--- src/design/ncv_pkg.sv ---
package ncv_pkg;

    localparam int POS_W  = 32;
    localparam int TAN_W  = 16;
    localparam int IDX_W  = 7;
    localparam int CNT_W  = 8;
    localparam int R2_W   = 64;
    localparam int OPD_W  = POS_W + 1;
    localparam int PRD_W  = 2 * OPD_W;
    localparam int DVD_W  = 81;
    localparam int MAG_W  = 17;
    localparam int STEP_W = $clog2(DVD_W);

    localparam logic [CNT_W-1:0] COUNT_RESET = 8'd90;
    localparam logic [R2_W-1:0]  ONE_Q32     = 64'h0000_0001_0000_0000;
    localparam logic [DVD_W-1:0] DVD_ONE     = {1'b1, {(DVD_W-1){1'b0}}};

    localparam logic MODE_LOAD  = 1'b0;
    localparam logic MODE_QUERY = 1'b1;

    typedef struct packed {
        logic signed [POS_W-1:0] pos_x;
        logic signed [POS_W-1:0] pos_y;
        logic signed [POS_W-1:0] pos_z;
        logic signed [TAN_W-1:0] tan_x;
        logic signed [TAN_W-1:0] tan_y;
        logic signed [TAN_W-1:0] tan_z;
    } coil_entry_t;

    typedef struct packed {
        logic             start;
        logic [DVD_W-1:0] dividend;
        logic [R2_W-1:0]  divisor;
    } div_req_t;

    typedef struct packed {
        logic             busy;
        logic             done;
        logic [DVD_W-1:0] quotient;
    } div_rsp_t;

endpackage

--- src/design/ncv_mul.sv ---
module ncv_mul (
    input  logic                              clk,
    input  logic signed [ncv_pkg::OPD_W-1:0]  op_a,
    input  logic signed [ncv_pkg::OPD_W-1:0]  op_b,
    output logic signed [ncv_pkg::PRD_W-1:0]  prod_reg
);

    always_ff @(posedge clk)
    begin
        prod_reg <= op_a * op_b;
    end

endmodule

--- config.mk ---
export PLATFORM = sky130hd
export DESIGN_NAME = ncv_mul
export DESIGN_NICKNAME = d
export VERILOG_FILES = /design/src/design/ncv_pkg.sv /design/src/design/ncv_mul.sv
export SDC_FILE = /design/constraint.sdc
export NUM_CORES = 2
export LEC_CHECK = 0
export BUFFER_PORTS_ARGS = -buffer_cell sky130_fd_sc_hd__buf_4
export CAP_MARGIN = 20
export CORE_AREA = 4 4 374 376
export CTS_BUF_LIST = sky130_fd_sc_hd__clkbuf_2 sky130_fd_sc_hd__clkbuf_4 sky130_fd_sc_hd__clkbuf_8
export DETAILED_ROUTE_END_ITERATION = 8
export DIE_AREA = 0 0 378 380
export SLEW_MARGIN = 20
export SYNTH_ARGS = -nofsm -noshare
export SYNTH_HDL_FRONTEND = slang
export SYNTH_SLANG_ARGS = --single-unit
--- constraint.sdc ---
create_clock -name clk -period 10.92 [get_ports clk]
set_input_delay 1.092 -clock clk [delete_from_list [all_inputs] [get_ports clk]]
set_output_delay 1.092 -clock clk [all_outputs]
set_load 0.01 [all_outputs]
# After elaboration in Yosys (flattened, before gate mapping)
# Index checks and enable logic that the tools add are counted.
[word_totals]
ff_bits = 66
inputBits = 67
output_inout_bits = 66
elab_cells = 2
[op_classes]
mul = 1
[op_table]
columns = ["cell", "n"]
rows = [
  ["multiplier 33 x 33 -> 66 bit", 1],
]

# Logic depth before layout (Yosys ltp)
[depth]
word_depth = 1
mapped_depth = 27
ltp_nobuf = 26

# Least setup slack after synthesis
# No wires, ideal clock.
[synth_path]
kind = "input -> register"
from = "in op_a[32] (netlist name)"
to = "reg prod_reg[62] (netlist name)"
setup_ns = 0.079
arrival_time_ns = 8.249
required_ns = 10.841
path_slack_ns = 2.592
path_stages = 23
path_buffers = 2
path_cell_list = "clkbuf_1 nand2_1 inv_1 fa_1 fa_1 fa_1 fa_1 fa_1 fa_1 fa_1 inv_1 fa_1 inv_1 ha_1 clkbuf_1 and3_1 nand3_1 nand2b_1 a2111oi_4 a211oi_4 a21o_2 a21o_1 a211oi_2"
[synth_via]
elab_chain_cells = 1
[synth_rtl]
columns = ["item", "line_no", "text"]
rows = [
  ["start: declaration", "ncv_mul.sv:3", "input logic signed [ncv_pkg::OPD_W-1:0] op_a,"],
  ["multiplier 33 x 33 -> 66 bit", "ncv_mul.sv:10", "prod_reg <= op_a * op_b;"],
  ["end signal: assignment", "ncv_mul.sv:10", ""],
  ["end: declaration", "ncv_mul.sv:5", "output logic signed [ncv_pkg::PRD_W-1:0] prod_reg"],
]
# No other way between the ends.

# Worst setup path after layout
[layout_path]
from = "in op_b[6] (netlist name)"
to = "reg prod_reg[64] (netlist name)"
[layout_via]
elab_chain_cells = 1
[layout_rtl]
columns = ["item", "line_no", "text"]
rows = [
  ["start: declaration", "ncv_mul.sv:4", "input logic signed [ncv_pkg::OPD_W-1:0] op_b,"],
  ["multiplier 33 x 33 -> 66 bit", "ncv_mul.sv:10", ""],
]
# No other way between the ends.

==> flow_summary_export.csv <==
group,metric,value,unit
final_layout,layout-drive-gt1-share,4.608,%
yosys,synth_area,40730,um^2
critical_path,crit_type,"primary input to flop",
place,gp_congestion,0.9325,
cts,cts_tree,"yes",
global_routing,grt_pass1_wl,182.0,mm
cts,cts_resized,0,
route,postRouteAntennaNets,0,
yosys,synth_area_per_cell,9.390,um^2
place,portBuffers,132,
final_layout,final_cell_mix,"fa_1, inv_1, and2_1, nand2_1, ha_1",
floorplan,fp.dieW,378,um
cts,cts-root-buf,"clkbuf_8",
status,status,"complete, no violations",
yosys,synth_top_cell_by_area,"fa_1",
min_path,hold_path_class,"primary input to flop",
critical_path,startpoint_type,"primary input",
sta,clock.fmax,111.0,MHz
critical_path,worstPathRequired,11.33,ns
sta,rsz0062_at_grt,"false",
floorplan,design.core.area,136800,um^2
sta,worst_pin_slew,1.033,ns
yosys,ys_types,80,
cts,cts_setup_buffers,0,
floorplan,rows,136,
cts,clk_pin_slew_worst_paths,0.14,ns
sta,setup_viol,0,
min_path,min_path_cells,2,
final_layout,largest_reg_flops,66,
sta,hold_viol_final,0,
yosys,synth_seq_cells,66,
sta,whs,0.9941,ns
route,wirelength,112.0,mm
yosys,ys_top_cells_by_area,"fa_1, inv_1, and2_1",
floorplan,dieArea,143600,um^2
yosys,synth_flop_cell,"dfxtp_1",
run,cap_viol_max_count,0,
yosys,syn-num-nets,5767,
route,viasPerCell,4.620,
yosys,synth-warning-count,0,
sta,slew_violations,0,
critical_path,worstSetupEndpointType,"flop",
global_routing,grt_overflow,0,
cts,cts_hold_buffers,0,
critical_path,cp.arrival,9.42,ns
global_routing,grt_usage,16.36,%
yosys,synth_top_area_share,56.27,%
cts,clockBufferDepth,2,
route,wl_per_cell,18.44,um
yosys,async_reset_ff_share,0,%
floorplan,die_y,380,um
global_routing,antenna_found_initial,8,
cts,cts.sink_count,66,
route,drtPass1Iterations,7,
yosys,syn-instance-count,4338,
yosys,synth_seq_area_share,3.244,%
sta,period_needed,9.009,ns
route,vias,28060,
sta,post-route-period-util,82.50,%
floorplan,start_util,29.77,%
final_layout,final_common_cell,"fa_1",
cts,numCtsBuffers,9,
floorplan,ioPinCount,133,
critical_path,worst-path-max-fanout,33,
sta,relSlewSlack,31.07,%
route,drc_errors,0,
global_routing,grt_pass1_vias,31630,
sta,setup_tns,0,ns
global_routing,grt_max_degree,34,
final_layout,area_growth,6.604,%
final_layout,fin_nets,5699,
yosys,synth_edf_count,0,
cts,htreeDepth,3,
place,hpwl,93.23,mm
route,first_iter_violations,1573,
==> cell families (layout without fill, tap and decap cells) <==
logic type               Yosys count  in the layout  share of synthesized area [%]
XOR/XNOR                          68             68                          1.462
adder cells (fa/ha/maj)         1362           1362                          62.94
AND/OR/NAND/NOR                 1271           1271                          15.78
other                              0              5                              0
AO/OA/AOI/OAI                    219            219                          4.067
buffers and inverters           1352           1289                          12.51
flip-flops                        66             66                          3.244
==> per-stage QoR <==
step	instance area [um^2]	worst slack, ns	instances	utilization (%)
final	43420	1.911	6074	31.74
after global placement	43190	0.9871	6053	31.57
after CTS	43410	1.975	6069	31.73
after detailed placement	43200	1.490	6053	31.58
after global routing	43420	1.515	6073	31.74
after floorplan	40730	2.592	4338	-
==> per-layer routing <==
metal  up-vias  share of wire (%)  track usage, %  wire length, um
met5         -              0.018               0               20
met4         2                2.9           4.734             3287
met3       156                6.8           3.442             7564
met2       850                 50           27.85            56120
met1     14850                 40           20.93            44990
li1      12200                  -               -                -
==> cell usage after synthesis, types with 8 or more instances <==
master    number
fa_1        1145
inv_1       1131
and2_1       562
nand2_1      551
ha_1         217
clkbuf_1     208
nor2_1        68
dfxtp_1       66
a21oi_1       57
xnor2_1       43
a21o_1        36
nand3_1       25
o21ai_0       25
xor2_1        25
nand2b_1      12
buf_2         11
nand4_1       11
o21bai_1      11
a31oi_1        8
==> final timing paths <==
| kind | start | endpoint |
|---|---|---|
| min | op_b[0] | prod_reg[0] |
| max | op_b[6] | prod_reg[64] |
==> worst max-delay path: stages <==
cell	delay [ns]
buf_4	0.39
nand2_1	0.25
inv_1	0.14
fa_1	0.45
fa_1	0.55
inv_1	0.15
fa_1	0.56
inv_1	0.07
fa_1	1.19
fa_1	0.58
fa_1	0.52
fa_1	0.50
inv_1	0.05
fa_1	0.47
inv_1	0.04
ha_1	0.42
nand4_1	0.23
nor3_2	0.65
o311ai_4	0.41
nand3_2	0.26
a211oi_1	0.10
a311oi_1	0.26
==> layout make-up <==
type	instances	area [um^2]
fill	14270	93390
multi-input combinational	2920	34330
inverter	1131	4245
tap	1794	2245
sequential	66	1321
timing repair buffer	142	1066
clock buffer	12	158.9
clock inverter	4	50.05
antenna	5	12.51
Power is left out: the tool's default activity adds up to more than one toggle a clock period on the data nets, which glitch-free logic cannot reach.
