**config.mk**
```make
export PLATFORM = sky130hd
export DESIGN_NAME = ncv_div
export DESIGN_NICKNAME = d
export VERILOG_FILES = /design/src/design/ncv_pkg.sv /design/src/design/ncv_div.sv
export SDC_FILE = /design/constraint.sdc
export NUM_CORES = 1
export LEC_CHECK = 0
export BUFFER_PORTS_ARGS = -buffer_cell sky130_fd_sc_hd__buf_2
export CAP_MARGIN = 0
export CORE_ASPECT_RATIO = 1.5
export CORE_UTILIZATION = 55
export CTS_CLUSTER_DIAMETER = 60
export DETAILED_ROUTE_END_ITERATION = 12
export GPL_TIMING_DRIVEN = 0
export PLACE_DENSITY = 0.86
export SETUP_SLACK_MARGIN = 0.05
export SKIP_LAST_GASP = 1
export SYNTH_ARGS = -nofsm -noshare
export SYNTH_HDL_FRONTEND = slang
export SYNTH_SLANG_ARGS = --single-unit
```
**constraint.sdc**
```tcl
create_clock -name clk -period 9.95 [get_ports clk]
set_input_delay 1.4925 -clock clk [delete_from_list [all_inputs] [get_ports clk]]
set_output_delay 1.4925 -clock clk [all_outputs]
set_load 0.01 [all_outputs]
```
**src/design/ncv_pkg.sv**
```systemverilog
package ncv_pkg;

    localparam int POS_W  = 32;
    localparam int TAN_W  = 16;
    localparam int IDX_W  = 7;
    localparam int CNT_W  = 8;
    localparam int R2_W   = 64;
    localparam int OPD_W  = POS_W + 1;
    localparam int PRD_W  = 2 * OPD_W;
    localparam int DVD_W  = 81;
    localparam int MAG_W  = 17;
    localparam int STEP_W = $clog2(DVD_W);

    localparam logic [CNT_W-1:0] COUNT_RESET = 8'd90;
    localparam logic [R2_W-1:0]  ONE_Q32     = 64'h0000_0001_0000_0000;
    localparam logic [DVD_W-1:0] DVD_ONE     = {1'b1, {(DVD_W-1){1'b0}}};

    localparam logic MODE_LOAD  = 1'b0;
    localparam logic MODE_QUERY = 1'b1;

    typedef struct packed {
        logic signed [POS_W-1:0] pos_x;
        logic signed [POS_W-1:0] pos_y;
        logic signed [POS_W-1:0] pos_z;
        logic signed [TAN_W-1:0] tan_x;
        logic signed [TAN_W-1:0] tan_y;
        logic signed [TAN_W-1:0] tan_z;
    } coil_entry_t;

    typedef struct packed {
        logic             start;
        logic [DVD_W-1:0] dividend;
        logic [R2_W-1:0]  divisor;
    } div_req_t;

    typedef struct packed {
        logic             busy;
        logic             done;
        logic [DVD_W-1:0] quotient;
    } div_rsp_t;

endpackage

```
**src/design/ncv_div.sv**
```systemverilog
module ncv_div (
    input  logic              clk,
    input  logic              rst_n,
    input  ncv_pkg::div_req_t req,
    output ncv_pkg::div_rsp_t rsp
);

    logic                        busy_reg;
    logic                        done_reg;
    logic [ncv_pkg::STEP_W-1:0]  step_reg;
    logic [ncv_pkg::DVD_W-1:0]   dq_reg;
    logic [ncv_pkg::R2_W-1:0]    rem_reg;
    logic [ncv_pkg::R2_W-1:0]    divisor_reg;

    logic [ncv_pkg::R2_W:0]      shifted;
    logic [ncv_pkg::R2_W:0]      trial;
    logic                        fits;

    // one quotient bit per cycle, restoring
    always_comb
    begin
        shifted = {rem_reg, dq_reg[ncv_pkg::DVD_W-1]};
        trial   = shifted - {1'b0, divisor_reg};
        fits    = shifted >= {1'b0, divisor_reg};
    end

    always_ff @(posedge clk or negedge rst_n)
    begin
        if (!rst_n)
        begin
            busy_reg <= 1'b0;
            done_reg <= 1'b0;
            step_reg <= '0;
        end
        else
        begin
            done_reg <= 1'b0;
            if (req.start)
            begin
                busy_reg <= 1'b1;
                step_reg <= ncv_pkg::STEP_W'(ncv_pkg::DVD_W - 1);
            end
            else if (busy_reg)
            begin
                step_reg <= step_reg - 1'b1;
                if (step_reg == '0)
                begin
                    busy_reg <= 1'b0;
                    done_reg <= 1'b1;
                end
            end
        end
    end

    always_ff @(posedge clk)
    begin
        if (req.start)
        begin
            dq_reg      <= req.dividend;
            rem_reg     <= '0;
            divisor_reg <= req.divisor;
        end
        else if (busy_reg)
        begin
            dq_reg  <= {dq_reg[ncv_pkg::DVD_W-2:0], fits};
            rem_reg <= fits ? trial[ncv_pkg::R2_W-1:0] : shifted[ncv_pkg::R2_W-1:0];
        end
    end

    assign rsp.busy     = busy_reg;
    assign rsp.done     = done_reg;
    assign rsp.quotient = dq_reg;

endmodule

```
### Word-level counts from Yosys, hierarchy flattened

Index checks and enable logic that the tools add are counted.
Widths: inputs -> output; s select.

* register bits after elaboration: 218
* bits of input ports: 148
* word-level logic and storage cells: 22

* add/sub/neg operators: 2
* order comparisons: 1
* multiplexer cells: 11
* reductions and logical operators: 2

Operator list (number)
* $mux 81: 2
* $ge 65x64->1: 1
* $mux 64: 1
* $sub 64x64->64: 1
* $mux 7: 2
* $logic_not 7->1: 1
* $sub 7x1->7 const B: 1
* $mux 1: 6
* $reduce_bool 2->1: 1

### Depth between registers and ports, before layout

Gate-level depths: netlist of the first run.

* depth after elaboration: 4
* mapped depth: 15

### Worst setup path after synthesis of the first run

No wires, ideal clock.

* path type: input-to-reg
* start: input port req[145] (netlist name)
* end: register dq_reg[0] (netlist name) (enable)
* setup time: 0.434 ns
* arrival time: 3.335 ns
* data required time: 9.516 ns
* path slack: 6.181 ns
* cell stages on the path: 3
* cells stage by stage: nor2_1 clkbuf_1 inv_1

* longest elaborated chain between the ends: 1

RTL lines
* start, declared: line ncv_div.sv:4 `input ncv_pkg::div_req_t req,`
* $reduce_bool 2->1 (no source line)
* end signal, assigned: line ncv_div.sv:59 `dq_reg <= req.dividend;`
* end signal, assigned: line ncv_div.sv:65 `dq_reg <= {dq_reg[ncv_pkg::DVD_W-2:0], fits};`
* end, declared: line ncv_div.sv:11 `logic [ncv_pkg::DVD_W-1:0] dq_reg;`

Every way passes these cells.
A chain may end at the register's enable or synchronous reset.

### Worst setup path in the final report of the first run

* start: register dq_reg[80] (netlist name)
* end: register rem_reg[60] (netlist name)

* longest elaborated chain between the ends: 2
* elaborated cells on any way between the ends: 3

RTL lines
* $sub 64x64->64 / $ge 65x64->1 (equally long branches): line ncv_div.sv:23, ncv_div.sv:24
* $mux 64 *: line ncv_div.sv:66 `rem_reg <= fits ? trial[ncv_pkg::R2_W-1:0] : shifted[ncv_pkg::R2_W-1:0];`
* end signal, assigned: line ncv_div.sv:66
* end, declared: line ncv_div.sv:12 `logic [ncv_pkg::R2_W-1:0] rem_reg;`

Every way passes the cells marked *; elsewhere a longest branch is shown, timed or not.

==> results of run 1 <==
## cells by family after synthesis
group | after synthesis
and+or+nand+nor | 376
AOI/OAI and AO/OA | 328
muxes | 85
DFF | 218
xor gates and xnor gates | 57
buffers and inverters | 153
adders and majority gates | 67
## power by group
group	internal, W	switching (W)	total (W)
logic	0.000633	0.00103	0.00166
clock network	0.000502	0.000381	0.000883
registers	0.00115	0.000141	0.00129
## layout make-up
| type | instances | share of cell area, % |
|---|---|---|
| timing repair buffer | 231 | 7.88 |
| inverter | 86 | 2.17 |
| multi-input combinational | 913 | 41.3 |
| tap | 276 | 2.30 |
| clock buffer | 29 | 4.42 |
| buffer | 67 | 2.07 |
| sequential | 218 | 39.1 |
| clock inverter | 15 | 0.735 |
## layout by cell type, fill, tap and decap left out, types with 24 or more instances in the layout
cell and count:
nor2_1 107, buf_2 242, o21ai_0 52, ha_1 66
clkbuf_1 45, xor2_1 24, a311oi_1 44, inv_1 85
mux2_2 82, clkbuf_16 26, a21o_1 29, edfxtp_1 145
xnor2_1 33, nand2_1 153, dfxtp_1 64, a21oi_1 88
## through the flow
stage	setup slack [ns]	cell area [um^2]	total power [W]
after floorplan	6.18	12700	0.00243
after global routing	5.60	15000	0.00404
after global placement	3.80	14200	0.00287
after CTS	5.96	15000	0.00380
after detailed placement	5.52	14200	0.00292
final	5.85	15000	0.00384
## per-layer routing
layer | share of wire, % | GRT usage (%) | up-vias
met5 | 0 | 0 | -
met4 | 7.3 | 22.2 | 0
met3 | 7.7 | 5.99 | 183
met2 | 51 | 59.4 | 616
met1 | 34 | 33.2 | 5304
li1 | - | - | 5220
## final timing paths
kind	endpoint	slack (ns)
worst max-delay path	rem_reg[60]	5.85
worst min-delay path	rem_reg[2]	0.49
worst max register to register	rem_reg[60]	5.85
worst min register to register	rem_reg[2]	0.49
max in group asynchronous	step_reg[0]	8.97
min in group asynchronous	step_reg[1]	0.80
## worst max-delay path, cell delays in order, from the launching register on
cell       delay, ns
edfxtp_1        0.43
inv_1           0.09
ha_1            0.14
inv_1           0.07
fa_1            0.43
a211oi_1        0.38
o211ai_1        0.15
nand2_1         0.16
o21ai_1         0.18
a2111oi_2       0.66
o21ai_1         0.30
a41oi_1         0.51
nor3_1          0.09
o21ai_0         0.26
a21oi_1         0.10
==> impl_metrics.toml, run 1 <==
[run_status]
outcome = "finished, final reports clean"

[pwr]
powerDensity_mw_per_mm2 = 256
vdd_drop_max_mv = 0.171
leakage_nw = 6.40

[synthesis]
synth_seq_area_share_pct = 46.2
synth_nets = 1499
synthXorXnorAreaFrac_pct = 3.93
synth_top_area_share_pct = 34.3
syn_avg_cell_area_um2 = 9.88
synth_top_family_by_area = "compound AO/OA/AOI/OAI gates"
async_flop_share_pct = 4.13
synth_area_mm2 = 0.0127
synth_common_cells = "nand2_1 (153), edfxtp_1 (145), nor2_1 (107)"
synth_edf_count = 145
synth_compound_area_share_pct = 17.4
yosys_most_used_dff = "edfxtp_1"
yosysMostFrequentCell = "nand2_1"
synthDistinctLibCells = 71
synthSimpleGateAreaFrac_pct = 13.3
synth_seq_cells = 218
ys_warn_count = 0
post-synth-top-area-cell = "edfxtp_1"
synth.area.top_cells = "edfxtp_1 (34%), dfxtp_1 (10%), mux2_2 (7.3%), ha_1 (6.5%), nand2_1 (4.5%)"
muxShareOfSynthArea_pct = 7.51
synthCells = 1284
synth_fa_ha_area_share_pct = 6.67

[clocking]
cts_made_buffers = 24
cts_tree = "built"
clockBufferDepth = 3
numClockSinks = 218
htreeDepth = 1
cts_root_buffer = "clkbuf_16"
clk_pin_slew_ns = 0.07
cts.repair.resized = 0
postCtsSetupBuffers = 0
cts_hold_buf = 0
clock_latency_ns = 0.53

[setup_path]
r2r.worst_path.cells = 14
arrival_ns = 4.50
critPathCaptureType = "register"
critPathLaunch = "dq_reg[80]"
cp_max_fo = 5
r2r_start = "dq_reg[80]"
required_ns = 10.35
worstSetupPathType = "reg -> reg"
startpoint_type = "register"

[global_routing]
track_usage_pct = 32.5
overflow = 0
grt_pass1_wl_um = 59700
grt_pass1_vias = 11665
grt_max_degree = 69
grt_antenna_before_repair = 0

[min_path]
hp-start = "rem_reg[2]"
min_path_type = "reg -> reg"
holdPathStages = 2

[route]
firstDrtPassIters = 5
vias = 11323
drt_iter0_markers = 896
routed_wl_um = 38700
drc = 0
vias_per_cell = 6.17
drt-wirelength-per-cell_um = 21.1
antenna_left = 0

[floorplan]
fp.dieH_um = 188
die_w_um = 126
coreArea_mm2 = 0.0225
rows = 67
ioPinCount = 231
start_util_pct = 56.5
dieArea_mm2 = 0.0237

[final_layout]
largest_reg_flops = 81
syn2layout_area_growth_pct = 18.1
diodes = 0
nets = 1756
final_cells = 1835
multi_input_area_mm2 = 0.00619
drive_gt1_share_pct = 25.0
utilization_pct = 66.7
seqCellArea_mm2 = 0.00586
fillers = 1804

[sta]
fin_tns_setup_ns = 0
layout_worst_path_cycle_share_pct = 41.2
drv_slew = 0
fin_worst_skew_ns = 0.00973
rsz0062_at_grt = "no"
setup_viol = 0
period_minus_slack_ns = 4.10
slew-limit-headroom_pct = 30.8
worstMarginPinSlew_ns = 1.03
final_hold_viol_count = 0
max_freq_mhz = 244
whs_ns = 0.493

[placed_design]
placed_cells = 1791
dp_hpwl_um = 29400
portBuffers = 230
gp_congestion = 0.974

[run]
max_cap_viol_count = 0
(Power assumes the default switching activity.)
==> inputs of run 2 (changes only) <==
ABC_AREA = 1   (was unset)
PLACE_DENSITY = 0.85   (was 0.86)
clock period = 4.1 ns   (was 9.95 ns; I/O delays follow)
==> impl_metrics.toml, run 2 <==
[floorplan]
dieArea_mm2 = 0.0282
die_w_um = 137
ioPinCount = 231
start_util_pct = 55.7
rows = 74
fp.dieH_um = 205
coreArea_mm2 = 0.0271

[run_status]
outcome = "finished, final reports clean"

[setup_path]
path_cells = "inv_1 -> ha_1 -> inv_1 -> fa_1 -> nand2_1 -> nand3_1 -> nand3_1 -> nand2_1 -> nand2_1 -> nand3b_1 -> nand2_1 -> nand3_1 -> nand2_1 -> nand3_1 -> nand2_1 -> nand2_1"
crit_slowest_cell = "edfxtp_1"
arrival_ns = 4.05
required_ns = 4.55
path_depth = 16
r2r.worst_path.cells = 16
critPathCaptureType = "register"
startpoint_type = "register"
cpPeakStageDelay_ns = 0.50
crit_family = "simple AND/OR/NAND/NOR gates"
cp_max_fo = 4
worstSetupPathType = "reg -> reg"
worst-path-buf-inv = 2
crit_top_cell = "nand2_1"

[synthesis]
syn_avg_cell_area_um2 = 6.70
ys_warn_count = 0
post-synth-top-area-cell = "edfxtp_1"
async_flop_share_pct = 4.13
synth_edf_count = 145
yosysMostFrequentCell = "nand2_1"
synth_common_cells = "nand2_1 (962), inv_1 (433), nand3_1 (154)"
synth_seq_area_share_pct = 38.8
synth_area_mm2 = 0.0151
synth_top_area_share_pct = 28.8
synth.area.top_cells = "edfxtp_1 (29%), nand2_1 (24%), inv_1 (11%), dfxtp_1 (8.5%), ha_1 (5.5%)"
synth_seq_cells = 218
synthCells = 2256
synthDistinctLibCells = 41
synth_nets = 2471
yosys_most_used_dff = "edfxtp_1"

[sta]
setup_viol = 0
slew-limit-headroom_pct = 23.7
worstMarginPinSlew_ns = 1.14
layout_worst_path_cycle_share_pct = 87.9
whs_ns = 0.236
period_minus_slack_ns = 3.60
final_hold_viol_count = 0
drv_slew = 0
setup_ws_ns = 0.498
max_freq_mhz = 278
fin_worst_skew_ns = 0.0239
rsz0062_at_grt = "no"

[clocking]
clock_latency_ns = 0.55
cts_made_buffers = 23
htreeDepth = 1
clk_pin_slew_ns = 0.07
postCtsSetupBuffers = 0
cts_hold_buf = 1
cts.repair.resized = 0
numClockSinks = 218
cts_tree = "built"
cts_root_buffer = "clkbuf_16"
clockBufferDepth = 3

[final_layout]
syn2layout_area_growth_pct = 15.6
fillers = 2466
largest_reg_flops = 81
diodes = 0
nets = 2728
final_common_cell = "nand2_1"
design_area_mm2 = 0.0175
final_cell_mix = "nand2_1 (962), inv_1 (433), buf_2 (240)"
drive_gt1_share_pct = 13.9

[route]
drt_iter0_markers = 999
drc = 0
vias = 15029
drt-wirelength-per-cell_um = 18.4
vias_per_cell = 5.23
firstDrtPassIters = 6
routed_wl_um = 53000
antenna_left = 0

[pwr]
vdd_drop_max_mv = 0.480
powerDensity_mw_per_mm2 = 320
leakage_nw = 9.80

[global_routing]
track_usage_pct = 38.2
grt_max_degree = 72
overflow = 0
grt_pass1_wl_um = 78600
grt_antenna_before_repair = 1
grt_pass1_vias = 14577

[run]
max_cap_viol_count = 0

[placed_design]
portBuffers = 230
gp_congestion = 1.06
post_dp_cell_area_mm2 = 0.0167
place_ws_ns = 0.340
dp_hpwl_um = 42900

[min_path]
min_path_type = "in -> reg"
holdPathStages = 1
==> run 2: worst paths after layout <==
check                             from              end  slack, ns
max                         dq_reg[80]      rem_reg[56]       0.50
min                            req[57]  divisor_reg[57]       0.24
max reg2reg                 dq_reg[80]      rem_reg[56]       0.50
min reg2reg                rem_reg[32]      rem_reg[32]       0.47
max in group asynchronous        rst_n      step_reg[2]       3.36
min in group asynchronous        rst_n      step_reg[6]       0.54
==> run 2: cell families after synthesis <==
family / Yosys count / share of synthesized area [%]
buf+inv: 501 / 13.2
fa+ha+maj: 67 / 5.59
simple gates: 1323 / 36.5
compound gates: 116 / 4.15
xor+xnor: 31 / 1.80
flops: 218 / 38.8
==> run 2: per-layer routing <==
layer,vias to the layer above,routed length (um),track usage [%]
met5,-,0,0
met4,0,4820,31.1
met3,205,3660,7.10
met2,620,26300,68.1
met1,6775,18200,37.8
li1,7429,-,-
==> run 2: cell type report <==
type / count / area [um^2] / share of cell area [%]
Clock buffer: 28 / 614 / 3.52
Inverter: 447 / 1680 / 9.60
Tap cell: 342 / 428 / 2.45
Multi-Input combinational cell: 1537 / 7270 / 41.6
Clock inverter: 14 / 115 / 0.659
Timing Repair Buffer: 232 / 1190 / 6.82
Buffer: 54 / 314 / 1.80
Sequential cell: 218 / 5860 / 33.5
==> run 2: stage by stage <==
step / instances / utilization, % / setup TNS (ns) / power (W)
floorplan: 2256 / - / 0 / 0.00316
global placement: 2828 / 61.5 / -251.90 / 0.00350
detailed placement: 2829 / 61.7 / 0 / 0.00353
CTS: 2872 / 64.4 / 0 / 0.00559
global route: 2872 / 64.4 / 0 / 0.00577
finish: 2872 / 64.4 / 0 / 0.00558
==> run 2: power by group <==
group | internal [W] | leakage, nW | switching (W)
Combinational | 0.000322 | 7.31 | 0.000582
Clock | 0.00114 | 0.358 | 0.000941
Sequential | 0.00251 | 2.14 | 0.0000854
Total | 0.00398 | 9.80 | 0.00161
